## src/hdl/gcb_pkg.sv

```systemverilog
// Shared types and codes for the glyph column blitter.
package gcb_pkg;

	localparam logic [1:0] ACT_PUT   = 2'd0;
	localparam logic [1:0] ACT_WRITE = 2'd1;
	localparam logic [1:0] ACT_READ  = 2'd2;

	localparam logic [7:0] FULL_BYTE = 8'hff;

	typedef struct packed {
		logic [1:0]  action;
		logic [7:0]  column_x;
		logic [6:0]  row_y;
		logic        tall_font;
		logic        keep_polarity;
		logic [31:0] glyph_bits;
		logic [11:0] byte_address;
		logic [7:0]  byte_value;
	} in_t;

	typedef struct packed {
		logic [7:0] read_value;
		logic       out_of_range;
	} out_t;

endpackage

```

## src/hdl/gcb_merge.sv

```systemverilog
// Shifts a glyph column down by the row offset and merges the edge bytes.
module gcb_merge (
	input  logic [31:0] src,
	input  logic [2:0]  shift,
	input  logic        nb4,
	input  logic [2:0]  idx,
	input  logic [7:0]  top_byte,
	input  logic [7:0]  bot_byte,
	output logic [7:0]  dst
);

	logic [39:0] cat;
	logic [39:0] shifted;
	logic [7:0]  low_mask;
	logic [7:0]  raw;
	logic [2:0]  nb;

	assign cat      = {src[7:0], src[15:8], src[23:16], src[31:24], 8'h00};
	assign shifted  = cat >> shift;
	assign low_mask = gcb_pkg::FULL_BYTE >> shift;
	assign nb       = nb4 ? 3'd4 : 3'd2;

	always_comb begin
		unique case (idx)
			3'd0:    raw = shifted[39:32];
			3'd1:    raw = shifted[31:24];
			3'd2:    raw = shifted[23:16];
			3'd3:    raw = shifted[15:8];
			3'd4:    raw = shifted[7:0];
			default: raw = '0;
		endcase
	end

	always_comb begin
		dst = raw;
		if (shift != 3'd0) begin
			if (idx == 3'd0)
				dst = dst | (top_byte & ~low_mask);
			if (idx == nb)
				dst = dst | (bot_byte & low_mask);
		end
	end

endmodule

```

## config.mk

```make
export PLATFORM = sky130hd
export DESIGN_NAME = gcb_merge
export DESIGN_NICKNAME = d
export VERILOG_FILES = /design/src/hdl/gcb_pkg.sv /design/src/hdl/gcb_merge.sv
export SDC_FILE = /design/constraint.sdc
export NUM_CORES = 1
export LEC_CHECK = 0
export BUFFER_PORTS_ARGS = -buffer_cell sky130_fd_sc_hd__buf_2
export CAP_MARGIN = 25
export CORE_ASPECT_RATIO = 0.9
export CORE_MARGIN = 4
export CORE_UTILIZATION = 45
export DETAILED_ROUTE_END_ITERATION = 8
export PLACE_DENSITY = 0.72
export SLEW_MARGIN = 40
export SYNTH_ARGS = -nofsm -noshare
export SYNTH_HDL_FRONTEND = slang
export SYNTH_SLANG_ARGS = --single-unit
```

## constraint.sdc

```tcl
create_clock -name vclk -period 2
set_input_delay 0.1 -clock vclk [all_inputs]
set_output_delay 0.1 -clock vclk [all_outputs]
set_load 0.01 [all_outputs]
```

==> insert_results.sql, run 1 <==
INSERT INTO impl_metrics (metric_group, metric, value, unit) VALUES
('layout', 'mostFrequentLayoutCells', '59 x sky130_fd_sc_hd__buf_2, 33 x sky130_fd_sc_hd__buf_4, 28 x sky130_fd_sc_hd__mux4_2', ''),
('sta', 'hold-worst-slack', '0.6469', 'ns'),
('sta', 'setup_violations', '0', ''),
('grt', 'initial_antenna_violation_count', '0', ''),
('sta', 'slew_violations', '0', ''),
('sta', 'fin_crit', '1.996', 'ns'),
('layout', 'final_core_util', '63.56', '%'),
('setup_path', 'worst_setup_path_start_kind', 'input pin', ''),
('floorplan', 'floorplan.die.height', '66.81', 'um'),
('setup_path', 'timing_worst_setup_path_type', 'input pin to output pin', ''),
('place', 'port-buffer-count', '61', ''),
('logic_synthesis', 'synth_area', '1729', 'um2'),
('setup_path', 'critPathArrivalTime', '1.90', 'ns'),
('grt', 'grtUsageTotal', '24.06', '%'),
('power', 'leakage', '0.9534', 'nW'),
('detailed_routing', 'detailroute.via_count', '2100', ''),
('status', 'status', 'completed', ''),
('detailed_routing', 'detail_route.wl_per_cell', '19.87', 'um'),
('grt', 'final_global_route_overflow_total', '0', ''),
('floorplan', 'chipWidth', '73.34', 'um'),
('detailed_routing', 'detail_route.drc_violations', '0', ''),
('setup_path', 'slowest_delay', '0.61', 'ns'),
('detailed_routing', 'via_per_inst', '6.863', ''),
('power', 'power_per_cell_area', '229.8', 'nW/um2'),
('detailed_routing', 'drt_first_iter_violations', '183', ''),
('grt', 'grt_start_max_net_pins', '17', ''),
('layout', 'area_delta_synth_final', '36.18', '%'),
('setup_path', 'worst-path-max-fanout', '4', ''),
('layout', 'finish.net_count', '317', ''),
('grt', 'first_global_vias', '1891', ''),
('logic_synthesis', 'synth.yosys.warnings', '0', ''),
('logic_synthesis', 'post_synthesis_area_per_instance', '9.449', 'um2'),
('logic_synthesis', 'synth-seq-area-share', '0', '%'),
('logic_synthesis', 'synth_cell_type_count', '49', ''),
('detailed_routing', 'first_pass_iters', '4', ''),
('setup_path', 'crit_slowest_cell', 'sky130_fd_sc_hd__mux4_1', ''),
('hold_path', 'min_from', 'top_byte[4]', ''),
('logic_synthesis', 'synth_instances', '183', ''),
('run', 'max_cap_violations', '0', ''),
('setup_path', 'endpoint_kind', 'output pin', ''),
('power', 'vdd.ir_drop.worst', '0.0001211', 'V'),
('floorplan', 'top_level_ports', '63', ''),
('setup_path', 'crit_path_cell_trace', 'clkbuf_16 > mux4_1 > a32oi_1 > o211ai_1 > or4_1 > buf_2', ''),
('hold_path', 'timing.hold.worst_endpoint', 'dst[4]', ''),
('floorplan', 'initial_utilization', '46.67', '%'),
('sta', 'setup_repair_after_global_routing_missed_its_margin', 'true', ''),
('layout', 'seq_cells', '0', ''),
('layout', 'ff_latch_area', '0', 'um2'),
('layout', 'final_common_cell', 'sky130_fd_sc_hd__buf_2', ''),
('place', 'gp_routability_congestion', '0.8919', ''),
('detailed_routing', 'antenna_violating_nets_post_route', '0', ''),
('detailed_routing', 'wirelength', '6.080', 'mm'),
('grt', 'grt_pass1_wl', '9.363', 'mm'),
('setup_path', 'cp_data_required_time', '1.90', 'ns'),
('layout', 'insertedDiodeCount', '0', ''),
('layout', 'clockBufferCount', '0', ''),
('clocking', 'cts.hold.buffers_added', '0', ''),
('sta', 'timing.fmax', '0.5010', 'GHz'),
('place', 'detailed_place_hpwl', '4.789', 'mm'),
('layout', 'fillerInstances', '305', ''),
('floorplan', 'design.core.area', '3705', 'um2'),
('sta', 'hold_violations', '0', ''),
('sta', 'worst_slew_pin_slew', '0.6759', 'ns'),
('sta', 'worst_max_slew_margin_expressed_relative_to_the_limit', '54.59', '%'),
('floorplan', 'num_rows', '21', ''),
('floorplan', 'floorplan.die_area', '4899', 'um2'),
('logic_synthesis', 'synth_fp_nets', '238', ''),
('hold_path', 'holdPathStages', '4', ''),
('hold_path', 'hold_path_class', 'input pin to output pin', ''),
('sta', 'share_of_the_clock_period_used_by_the_worst_path_after_layout', '99.80', '%'),
('layout', 'drive_gt1_share', '55.00', '%'),
('power', 'design_power_total', '0.0005410', 'W');
==> cells by family (layout without fill, tap and decap cells) <==
| logic type | count (synthesis) | in the layout | share of synthesized area (%) |
|---|---|---|---|
| AOI/OAI and AO/OA | 50 | 50 | 21.06 |
| buffers and inverters | 26 | 103 | 7.598 |
| muxes | 42 | 42 | 49.35 |
| and+or+nand+nor | 65 | 65 | 22.00 |
==> synth_stat cells, types with 2 or more instances <==
| cell type | n | area (um2) |
|---|---|---|
| sky130_fd_sc_hd__nand3b_1 | 2 | 15.01 |
| sky130_fd_sc_hd__buf_1 | 2 | 7.510 |
| sky130_fd_sc_hd__nand3_1 | 8 | 40.04 |
| sky130_fd_sc_hd__a221oi_1 | 2 | 17.52 |
| sky130_fd_sc_hd__nor4bb_1 | 3 | 30.03 |
| sky130_fd_sc_hd__a311oi_1 | 2 | 17.52 |
| sky130_fd_sc_hd__nand4_1 | 4 | 25.02 |
| sky130_fd_sc_hd__mux4_1 | 10 | 262.8 |
| sky130_fd_sc_hd__nor2_1 | 7 | 26.28 |
| sky130_fd_sc_hd__a31oi_1 | 2 | 12.51 |
| sky130_fd_sc_hd__and3b_1 | 2 | 17.52 |
| sky130_fd_sc_hd__clkbuf_1 | 13 | 48.80 |
| sky130_fd_sc_hd__o211ai_1 | 6 | 45.04 |
| sky130_fd_sc_hd__mux2i_1 | 5 | 50.05 |
| sky130_fd_sc_hd__nor3b_1 | 4 | 30.03 |
| sky130_fd_sc_hd__o21ai_0 | 6 | 30.03 |
| sky130_fd_sc_hd__nor4b_1 | 3 | 26.28 |
| sky130_fd_sc_hd__a211o_1 | 2 | 17.52 |
| sky130_fd_sc_hd__nand2_1 | 16 | 60.06 |
| sky130_fd_sc_hd__o221ai_1 | 2 | 17.52 |
| sky130_fd_sc_hd__a21oi_1 | 7 | 35.03 |
| sky130_fd_sc_hd__nor3_1 | 2 | 10.01 |
| sky130_fd_sc_hd__a22oi_1 | 8 | 60.06 |
| sky130_fd_sc_hd__or4_1 | 5 | 37.54 |
| sky130_fd_sc_hd__nor2b_1 | 2 | 12.51 |
| sky130_fd_sc_hd__buf_2 | 5 | 25.02 |
| sky130_fd_sc_hd__or3_1 | 3 | 18.77 |
| sky130_fd_sc_hd__inv_1 | 3 | 11.26 |
| sky130_fd_sc_hd__a32oi_1 | 2 | 17.52 |
| sky130_fd_sc_hd__mux2_2 | 6 | 67.56 |
| sky130_fd_sc_hd__mux4_2 | 21 | 473.0 |
==> metal layers <==
metal / GRT usage, % / up-vias / part of all wire [%]
met1: 35.75 / 1011 / 41
met3: 0.9050 / 8 / 8.9
met2: 40.40 / 138 / 49
met4: 2.036 / 0 / 1.0
met5: 0 / - / 0
li1: - / 943 / -
==> report_power, final <==
part / internal [W] / leakage (nW) / switching (W)
registers: 0 / 0 / 0
logic: 0.000286 / 0.953 / 0.000255
clock network: 0 / 0 / 0
==> stage by stage <==
stage / std cells / worst slack, ns / TNS, ns / cell area, um2
final: 306 / 0.003979 / 0 / 2355
after global routing: 306 / -0.05705 / -0.1605 / 2355
after CTS: 302 / -0.02381 / -0.03620 / 2256
after detailed placement: 302 / -0.3230 / -1.775 / 2235
after global placement: 302 / -0.2948 / -1.694 / 2235
after floorplan: 183 / 0.08946 / 0 / 1729
==> what timing repair did <==
action / 4_1_cts / 5_1_grt
buffers inserted: 0 / 3
pin swaps: 1 / 5
resized for setup: 11 / 19
gates cloned: 0 / 1
endpoints found under the setup margin: 8 / 5
==> layout make-up <==
cell class | instances | area [um2] | area share (%)
multi-input combinational | 157 | 1610 | 68.38
timing repair buffer | 100 | 675.6 | 28.69
inverter | 3 | 11.26 | 0.4782
tap | 46 | 57.56 | 2.444
==> how the worst max path moves through the flow <==
| stage | start | to | slack, ns | cells after the start |
|---|---|---|---|---|
| final | shift[0] | dst[5] | 0.004 | 6 |
| after global routing | shift[1] | dst[5] | -0.06 | 7 |
| after CTS | shift[0] | dst[3] | -0.02 | 6 |
| after detailed placement | shift[0] | dst[4] | -0.32 | 7 |
| after global placement | shift[0] | dst[4] | -0.29 | 7 |
| after floorplan | shift[1] | dst[3] | 0.09 | 6 |
==> worst max-delay path: cells and delay by family <==
kind / cells / cell delay [ns]
muxes: 1 / 0.61
AOI/OAI and AO/OA: 2 / 0.39
and+or+nand+nor: 1 / 0.53
buffers and inverters: 2 / 0.27
Power figures use the tool's default switching activity.
==> run 2, diff against run 1 <==
Settings changed: SETUP_SLACK_MARGIN from default to 0.3.
==> insert_results.sql, run 2 (synthesized netlist as in run 1, its figures left out) <==
INSERT INTO impl_metrics (metric_group, metric, value, unit) VALUES
('detailed_routing', 'first_pass_iters', '4', ''),
('hold_path', 'min_from', 'top_byte[4]', ''),
('grt', 'first_global_vias', '1890', ''),
('detailed_routing', 'wirelength', '5.955', 'mm'),
('floorplan', 'num_rows', '21', ''),
('place', 'detailed_place_hpwl', '4.658', 'mm'),
('setup_path', 'critPathArrivalTime', '1.83', 'ns'),
('grt', 'grt_pass1_wl', '9.280', 'mm'),
('layout', 'area_delta_synth_final', '40.96', '%'),
('power', 'leakage', '0.9796', 'nW'),
('power', 'p_sw', '0.0002597', 'W'),
('setup_path', 'critical_path_launch_point', 'shift[0]', ''),
('setup_path', 'timing_worst_setup_path_type', 'input pin to output pin', ''),
('sta', 'worst_max_slew_margin_expressed_relative_to_the_limit', '58.65', '%'),
('power', 'design_power_total', '0.0005733', 'W'),
('power', 'vdd.ir_drop.worst', '0.0001202', 'V'),
('sta', 'setup_repair_after_global_routing_missed_its_margin', 'true', ''),
('setup_path', 'endpoint_kind', 'output pin', ''),
('layout', 'seq_cells', '0', ''),
('sta', 'share_of_the_clock_period_used_by_the_worst_path_after_layout', '96.61', '%'),
('detailed_routing', 'detailroute.via_count', '2067', ''),
('layout', 'fillerInstances', '321', ''),
('layout', 'final_core_util', '65.79', '%'),
('sta', 'fin_crit', '1.932', 'ns'),
('power', 'switching_share', '45.30', '%'),
('place', 'post-place-ws', '-0.2620', 'ns'),
('layout', 'insertedDiodeCount', '0', ''),
('detailed_routing', 'detail_route.drc_violations', '0', ''),
('layout', 'drive_gt1_share', '58.78', '%'),
('place', 'port-buffer-count', '61', ''),
('detailed_routing', 'via_per_inst', '6.711', ''),
('sta', 'worst_slew_pin_slew', '0.6156', 'ns'),
('floorplan', 'design.core.area', '3705', 'um2'),
('status', 'status', 'completed', ''),
('floorplan', 'floorplan.die.height', '66.81', 'um'),
('layout', 'clockBufferCount', '0', ''),
('layout', 'mostFrequentLayoutCells', '57 x sky130_fd_sc_hd__buf_2, 34 x sky130_fd_sc_hd__buf_4, 28 x sky130_fd_sc_hd__mux4_2', ''),
('power', 'power.combinational.fraction', '100.0', '%'),
('place', 'gp_routability_congestion', '0.9438', ''),
('floorplan', 'top_level_ports', '63', ''),
('power', 'internal_power', '0.0003136', 'W'),
('sta', 'timing.fmax', '0.5176', 'GHz'),
('layout', 'ff_latch_area', '0', 'um2'),
('hold_path', 'holdPathStages', '4', ''),
('grt', 'grtUsageTotal', '23.77', '%'),
('detailed_routing', 'antenna_violating_nets_post_route', '0', ''),
('grt', 'grt_start_max_net_pins', '23', ''),
('setup_path', 'cp_data_required_time', '1.90', 'ns'),
('hold_path', 'hold_path_class', 'input pin to output pin', ''),
('layout', 'finish.net_count', '319', ''),
('sta', 'setup_violations', '0', ''),
('power', 'pwr-share-seq', '0', '%'),
('setup_path', 'worst_setup_path_start_kind', 'input pin', ''),
('floorplan', 'initial_utilization', '46.67', '%'),
('detailed_routing', 'drt_first_iter_violations', '213', ''),
('power', 'power_frac_clock', '0', '%'),
('sta', 'hold_violations', '0', ''),
('run', 'max_cap_violations', '0', ''),
('setup_path', 'worst-path-max-fanout', '6', ''),
('grt', 'final_global_route_overflow_total', '0', ''),
('grt', 'initial_antenna_violation_count', '0', ''),
('sta', 'slew_violations', '0', ''),
('detailed_routing', 'detail_route.wl_per_cell', '19.33', 'um'),
('sta', 'minimum_setup_slack_in_the_final_design', '0.06788', 'ns'),
('layout', 'final_common_cell', 'sky130_fd_sc_hd__buf_2', ''),
('floorplan', 'chipWidth', '73.34', 'um'),
('sta', 'hold-worst-slack', '0.6343', 'ns'),
('floorplan', 'floorplan.die_area', '4899', 'um2'),
('power', 'power_per_cell_area', '235.2', 'nW/um2');
-- run 2: changes by cell type in the layout (fill, tap and decap cells not counted), sizes merged --
cell / change
clkbuf: -1
buf: +3
-- run 2: layer usage --
layer,GRT usage (%),up-vias,part of all wire (%)
li1,-,950,-
met1,35.89,1017,44
met2,37.95,92,48
met3,1.659,8,6.4
met4,3.620,0,1.4
met5,0,-,0
-- run 2: worst max-delay path, cell delays in order --
cell                       delay (ns)
sky130_fd_sc_hd__buf_12          0.10
sky130_fd_sc_hd__mux4_2          0.53
sky130_fd_sc_hd__a222oi_1        0.40
sky130_fd_sc_hd__nor2_1          0.08
sky130_fd_sc_hd__or4_4           0.49
sky130_fd_sc_hd__buf_6           0.14
-- run 2: final cells by class --
type | count | area [um2] | area share [%]
timing repair buffer | 102 | 718.2 | 29.47
multi-input combinational | 157 | 1650 | 67.71
tap | 46 | 57.56 | 2.361
inverter | 3 | 11.26 | 0.4620
-- run 2: path summary, 6_finish.rpt --
check | slack [ns] | to
max | 0.07 | dst[3]
min | 0.63 | dst[4]
-- run 2: power by group through the flow --
stage / logic, W / clock network [W] / registers [W]
6_report: 0.000573 / 0 / 0
5_1_grt: 0.000610 / 0 / 0
4_1_cts: 0.000543 / 0 / 0
3_5_place_dp: 0.000510 / 0 / 0
3_3_place_gp: 0.000502 / 0 / 0
2_1_floorplan: 0.000321 / 0 / 0
-- run 2: per-stage QoR --
stage / TNS, ns / area (um2) / cells
finish: 0 / 2437 / 308
global route: 0 / 2437 / 308
CTS: 0 / 2357 / 306
detailed placement: -1.316 / 2271 / 304
global placement: -1.016 / 2271 / 304
floorplan: 0 / 1774 / 183
-- run 2: timing repair --
action / 4_1_cts / 5_1_grt
endpoints found under the setup margin: 8 / 8
gates resized for setup: 23 / 17
gates cloned: 1 / 0
hold buffers: 0 / 0
pin swaps: 3 / 7
buffers inserted: 1 / 2
==> run 3, diff against run 2 <==
Settings changed: CORE_UTILIZATION 45 to 53, PLACE_DENSITY 0.72 to 0.83.
==> insert_results.sql, run 3 (synthesized netlist as in run 1, its figures left out) <==
INSERT INTO impl_metrics (metric_group, metric, value, unit) VALUES
('floorplan', 'initial_utilization', '55.95', '%'),
('power', 'power_per_cell_area', '250.8', 'nW/um2'),
('setup_path', 'crit_path_cell_trace', 'buf_2 > mux4_2 > a222oi_1 > nor2_1 > or4_4 > buf_6', ''),
('power', 'design_power_total', '0.0006477', 'W'),
('detailed_routing', 'first_pass_iters', '5', ''),
('layout', 'fillerInstances', '175', ''),
('setup_path', 'critical_path_launch_point', 'src[30]', ''),
('detailed_routing', 'via_per_inst', '7.461', ''),
('sta', 'setup_violations', '0', ''),
('sta', 'timing.fmax', '0.5211', 'GHz'),
('status', 'status', 'completed', ''),
('grt', 'grt_pass1_wl', '10.52', 'mm'),
('place', 'gp_routability_congestion', '1.016', ''),
('sta', 'slew_violations', '0', ''),
('layout', 'area_delta_synth_final', '49.35', '%'),
('layout', 'mostFrequentLayoutCells', '54 x sky130_fd_sc_hd__buf_2, 31 x sky130_fd_sc_hd__buf_4, 30 x sky130_fd_sc_hd__mux4_2', ''),
('setup_path', 'endpoint_kind', 'output pin', ''),
('detailed_routing', 'antenna_violating_nets_post_route', '0', ''),
('setup_path', 'cp_data_required_time', '1.90', 'ns'),
('layout', 'insertedDiodeCount', '0', ''),
('sta', 'hold_violations', '0', ''),
('sta', 'fin_crit', '1.919', 'ns'),
('grt', 'final_global_route_overflow_total', '0', ''),
('layout', 'drive_gt1_share', '62.78', '%'),
('hold_path', 'hold_path_class', 'input pin to output pin', ''),
('floorplan', 'num_rows', '19', ''),
('clocking', 'cts.hold.buffers_added', '0', ''),
('layout', 'finish.net_count', '323', ''),
('floorplan', 'floorplan.die.height', '62.19', 'um'),
('detailed_routing', 'met2_length', '3.414', 'mm'),
('sta', 'setup_repair_after_global_routing_missed_its_margin', 'true', ''),
('layout', 'multi_input_comb_area', '1687', 'um2'),
('detailed_routing', 'detail_route.drc_violations', '0', ''),
('grt', 'grt_start_max_net_pins', '21', ''),
('setup_path', 'worst_setup_path_start_kind', 'input pin', ''),
('run', 'max_cap_violations', '0', ''),
('place', 'detailed_place_hpwl', '4.621', 'mm'),
('setup_path', 'timing_worst_setup_path_type', 'input pin to output pin', ''),
('floorplan', 'chipWidth', '68.21', 'um'),
('sta', 'hold-worst-slack', '0.6563', 'ns'),
('setup_path', 'crit_slowest_cell', 'sky130_fd_sc_hd__or4_4', ''),
('setup_path', 'slowest_delay', '0.50', 'ns'),
('setup_path', 'critPathArrivalTime', '1.82', 'ns'),
('power', 'vdd.ir_drop.worst', '0.0001566', 'V'),
('layout', 'clockBufferCount', '0', ''),
('detailed_routing', 'wl_met3', '720', 'um'),
('detailed_routing', 'drt_first_iter_violations', '361', ''),
('power', 'leakage', '1.020', 'nW'),
('detailed_routing', 'wirelength', '7.064', 'mm'),
('setup_path', 'crit_buf_inv', '2', ''),
('setup_path', 'worst-path-max-fanout', '4', ''),
('sta', 'share_of_the_clock_period_used_by_the_worst_path_after_layout', '95.95', '%'),
('sta', 'worst_max_slew_margin_expressed_relative_to_the_limit', '54.86', '%'),
('layout', 'ff_latch_area', '0', 'um2'),
('grt', 'first_global_vias', '2148', ''),
('sta', 'worst_slew_pin_slew', '0.6719', 'ns'),
('layout', 'final_common_cell', 'sky130_fd_sc_hd__buf_2', ''),
('floorplan', 'floorplan.die_area', '4242', 'um2'),
('detailed_routing', 'detail_route.wl_per_cell', '22.94', 'um'),
('grt', 'grtUsageTotal', '32.20', '%'),
('hold_path', 'min_from', 'top_byte[4]', ''),
('detailed_routing', 'top_layer', 'met4', ''),
('detailed_routing', 'detailroute.via_count', '2298', ''),
('floorplan', 'design.core.area', '3090', 'um2'),
('grt', 'initial_antenna_violation_count', '0', ''),
('place', 'port-buffer-count', '61', ''),
('detailed_routing', 'wirelength_met1', '2.414', 'mm'),
('floorplan', 'top_level_ports', '63', ''),
('setup_path', 'worst_path_dominant_cell_family', 'simple AND/OR/NAND/NOR gates', ''),
('layout', 'seq_cells', '0', '');
[run 3: final timing paths]
kind | endpoint | slack (ns) | cells past startpoint
max | dst[3] | 0.08 | 6
min | dst[4] | 0.66 | 4
[run 3: layer usage]
metal	vias up	GRT usage (%)
li1	962	-
met1	1089	41.14
met2	190	53.19
met3	57	4.865
met4	0	13.15
met5	-	0
[run 3: final cells by class]
cell class | instances | area share [%]
tap | 42 | 2.035
multi-input combinational | 157 | 65.31
timing repair buffer | 106 | 32.22
inverter | 3 | 0.4360
[run 3: metrics by stage]
stage	std cells	setup TNS (ns)	instance area, um2	setup WS [ns]	util (%)
global placement	298	-0.9789	2263	-0.1955	73.24
CTS	305	0	2521	0.09036	81.58
detailed placement	298	-1.102	2263	-0.2641	73.24
finish	308	0	2582	0.08110	83.56
floorplan	183	0	1774	0.2498	-
global route	308	0	2582	0.02693	83.56
[run 3: power breakdown]
group | internal [W] | leakage [nW] | switching [W]
registers | 0 | 0 | 0
logic | 0.000349 | 1.02 | 0.000298
clock network | 0 | 0 | 0
[run 3: repair_timing]
action,4_1_cts,5_1_grt
setup endpoints to repair,8,8
pin swaps,22,10
buffers inserted,5,3
gates cloned,2,0
gates resized for setup,50,10
endpoints found under the hold margin,0,0
[run 3: worst min-delay path, stage by stage]
cell and delay [ns]:
sky130_fd_sc_hd__buf_2 0.08, sky130_fd_sc_hd__and3_1 0.16, sky130_fd_sc_hd__or4_4 0.13, sky130_fd_sc_hd__buf_6 0.09
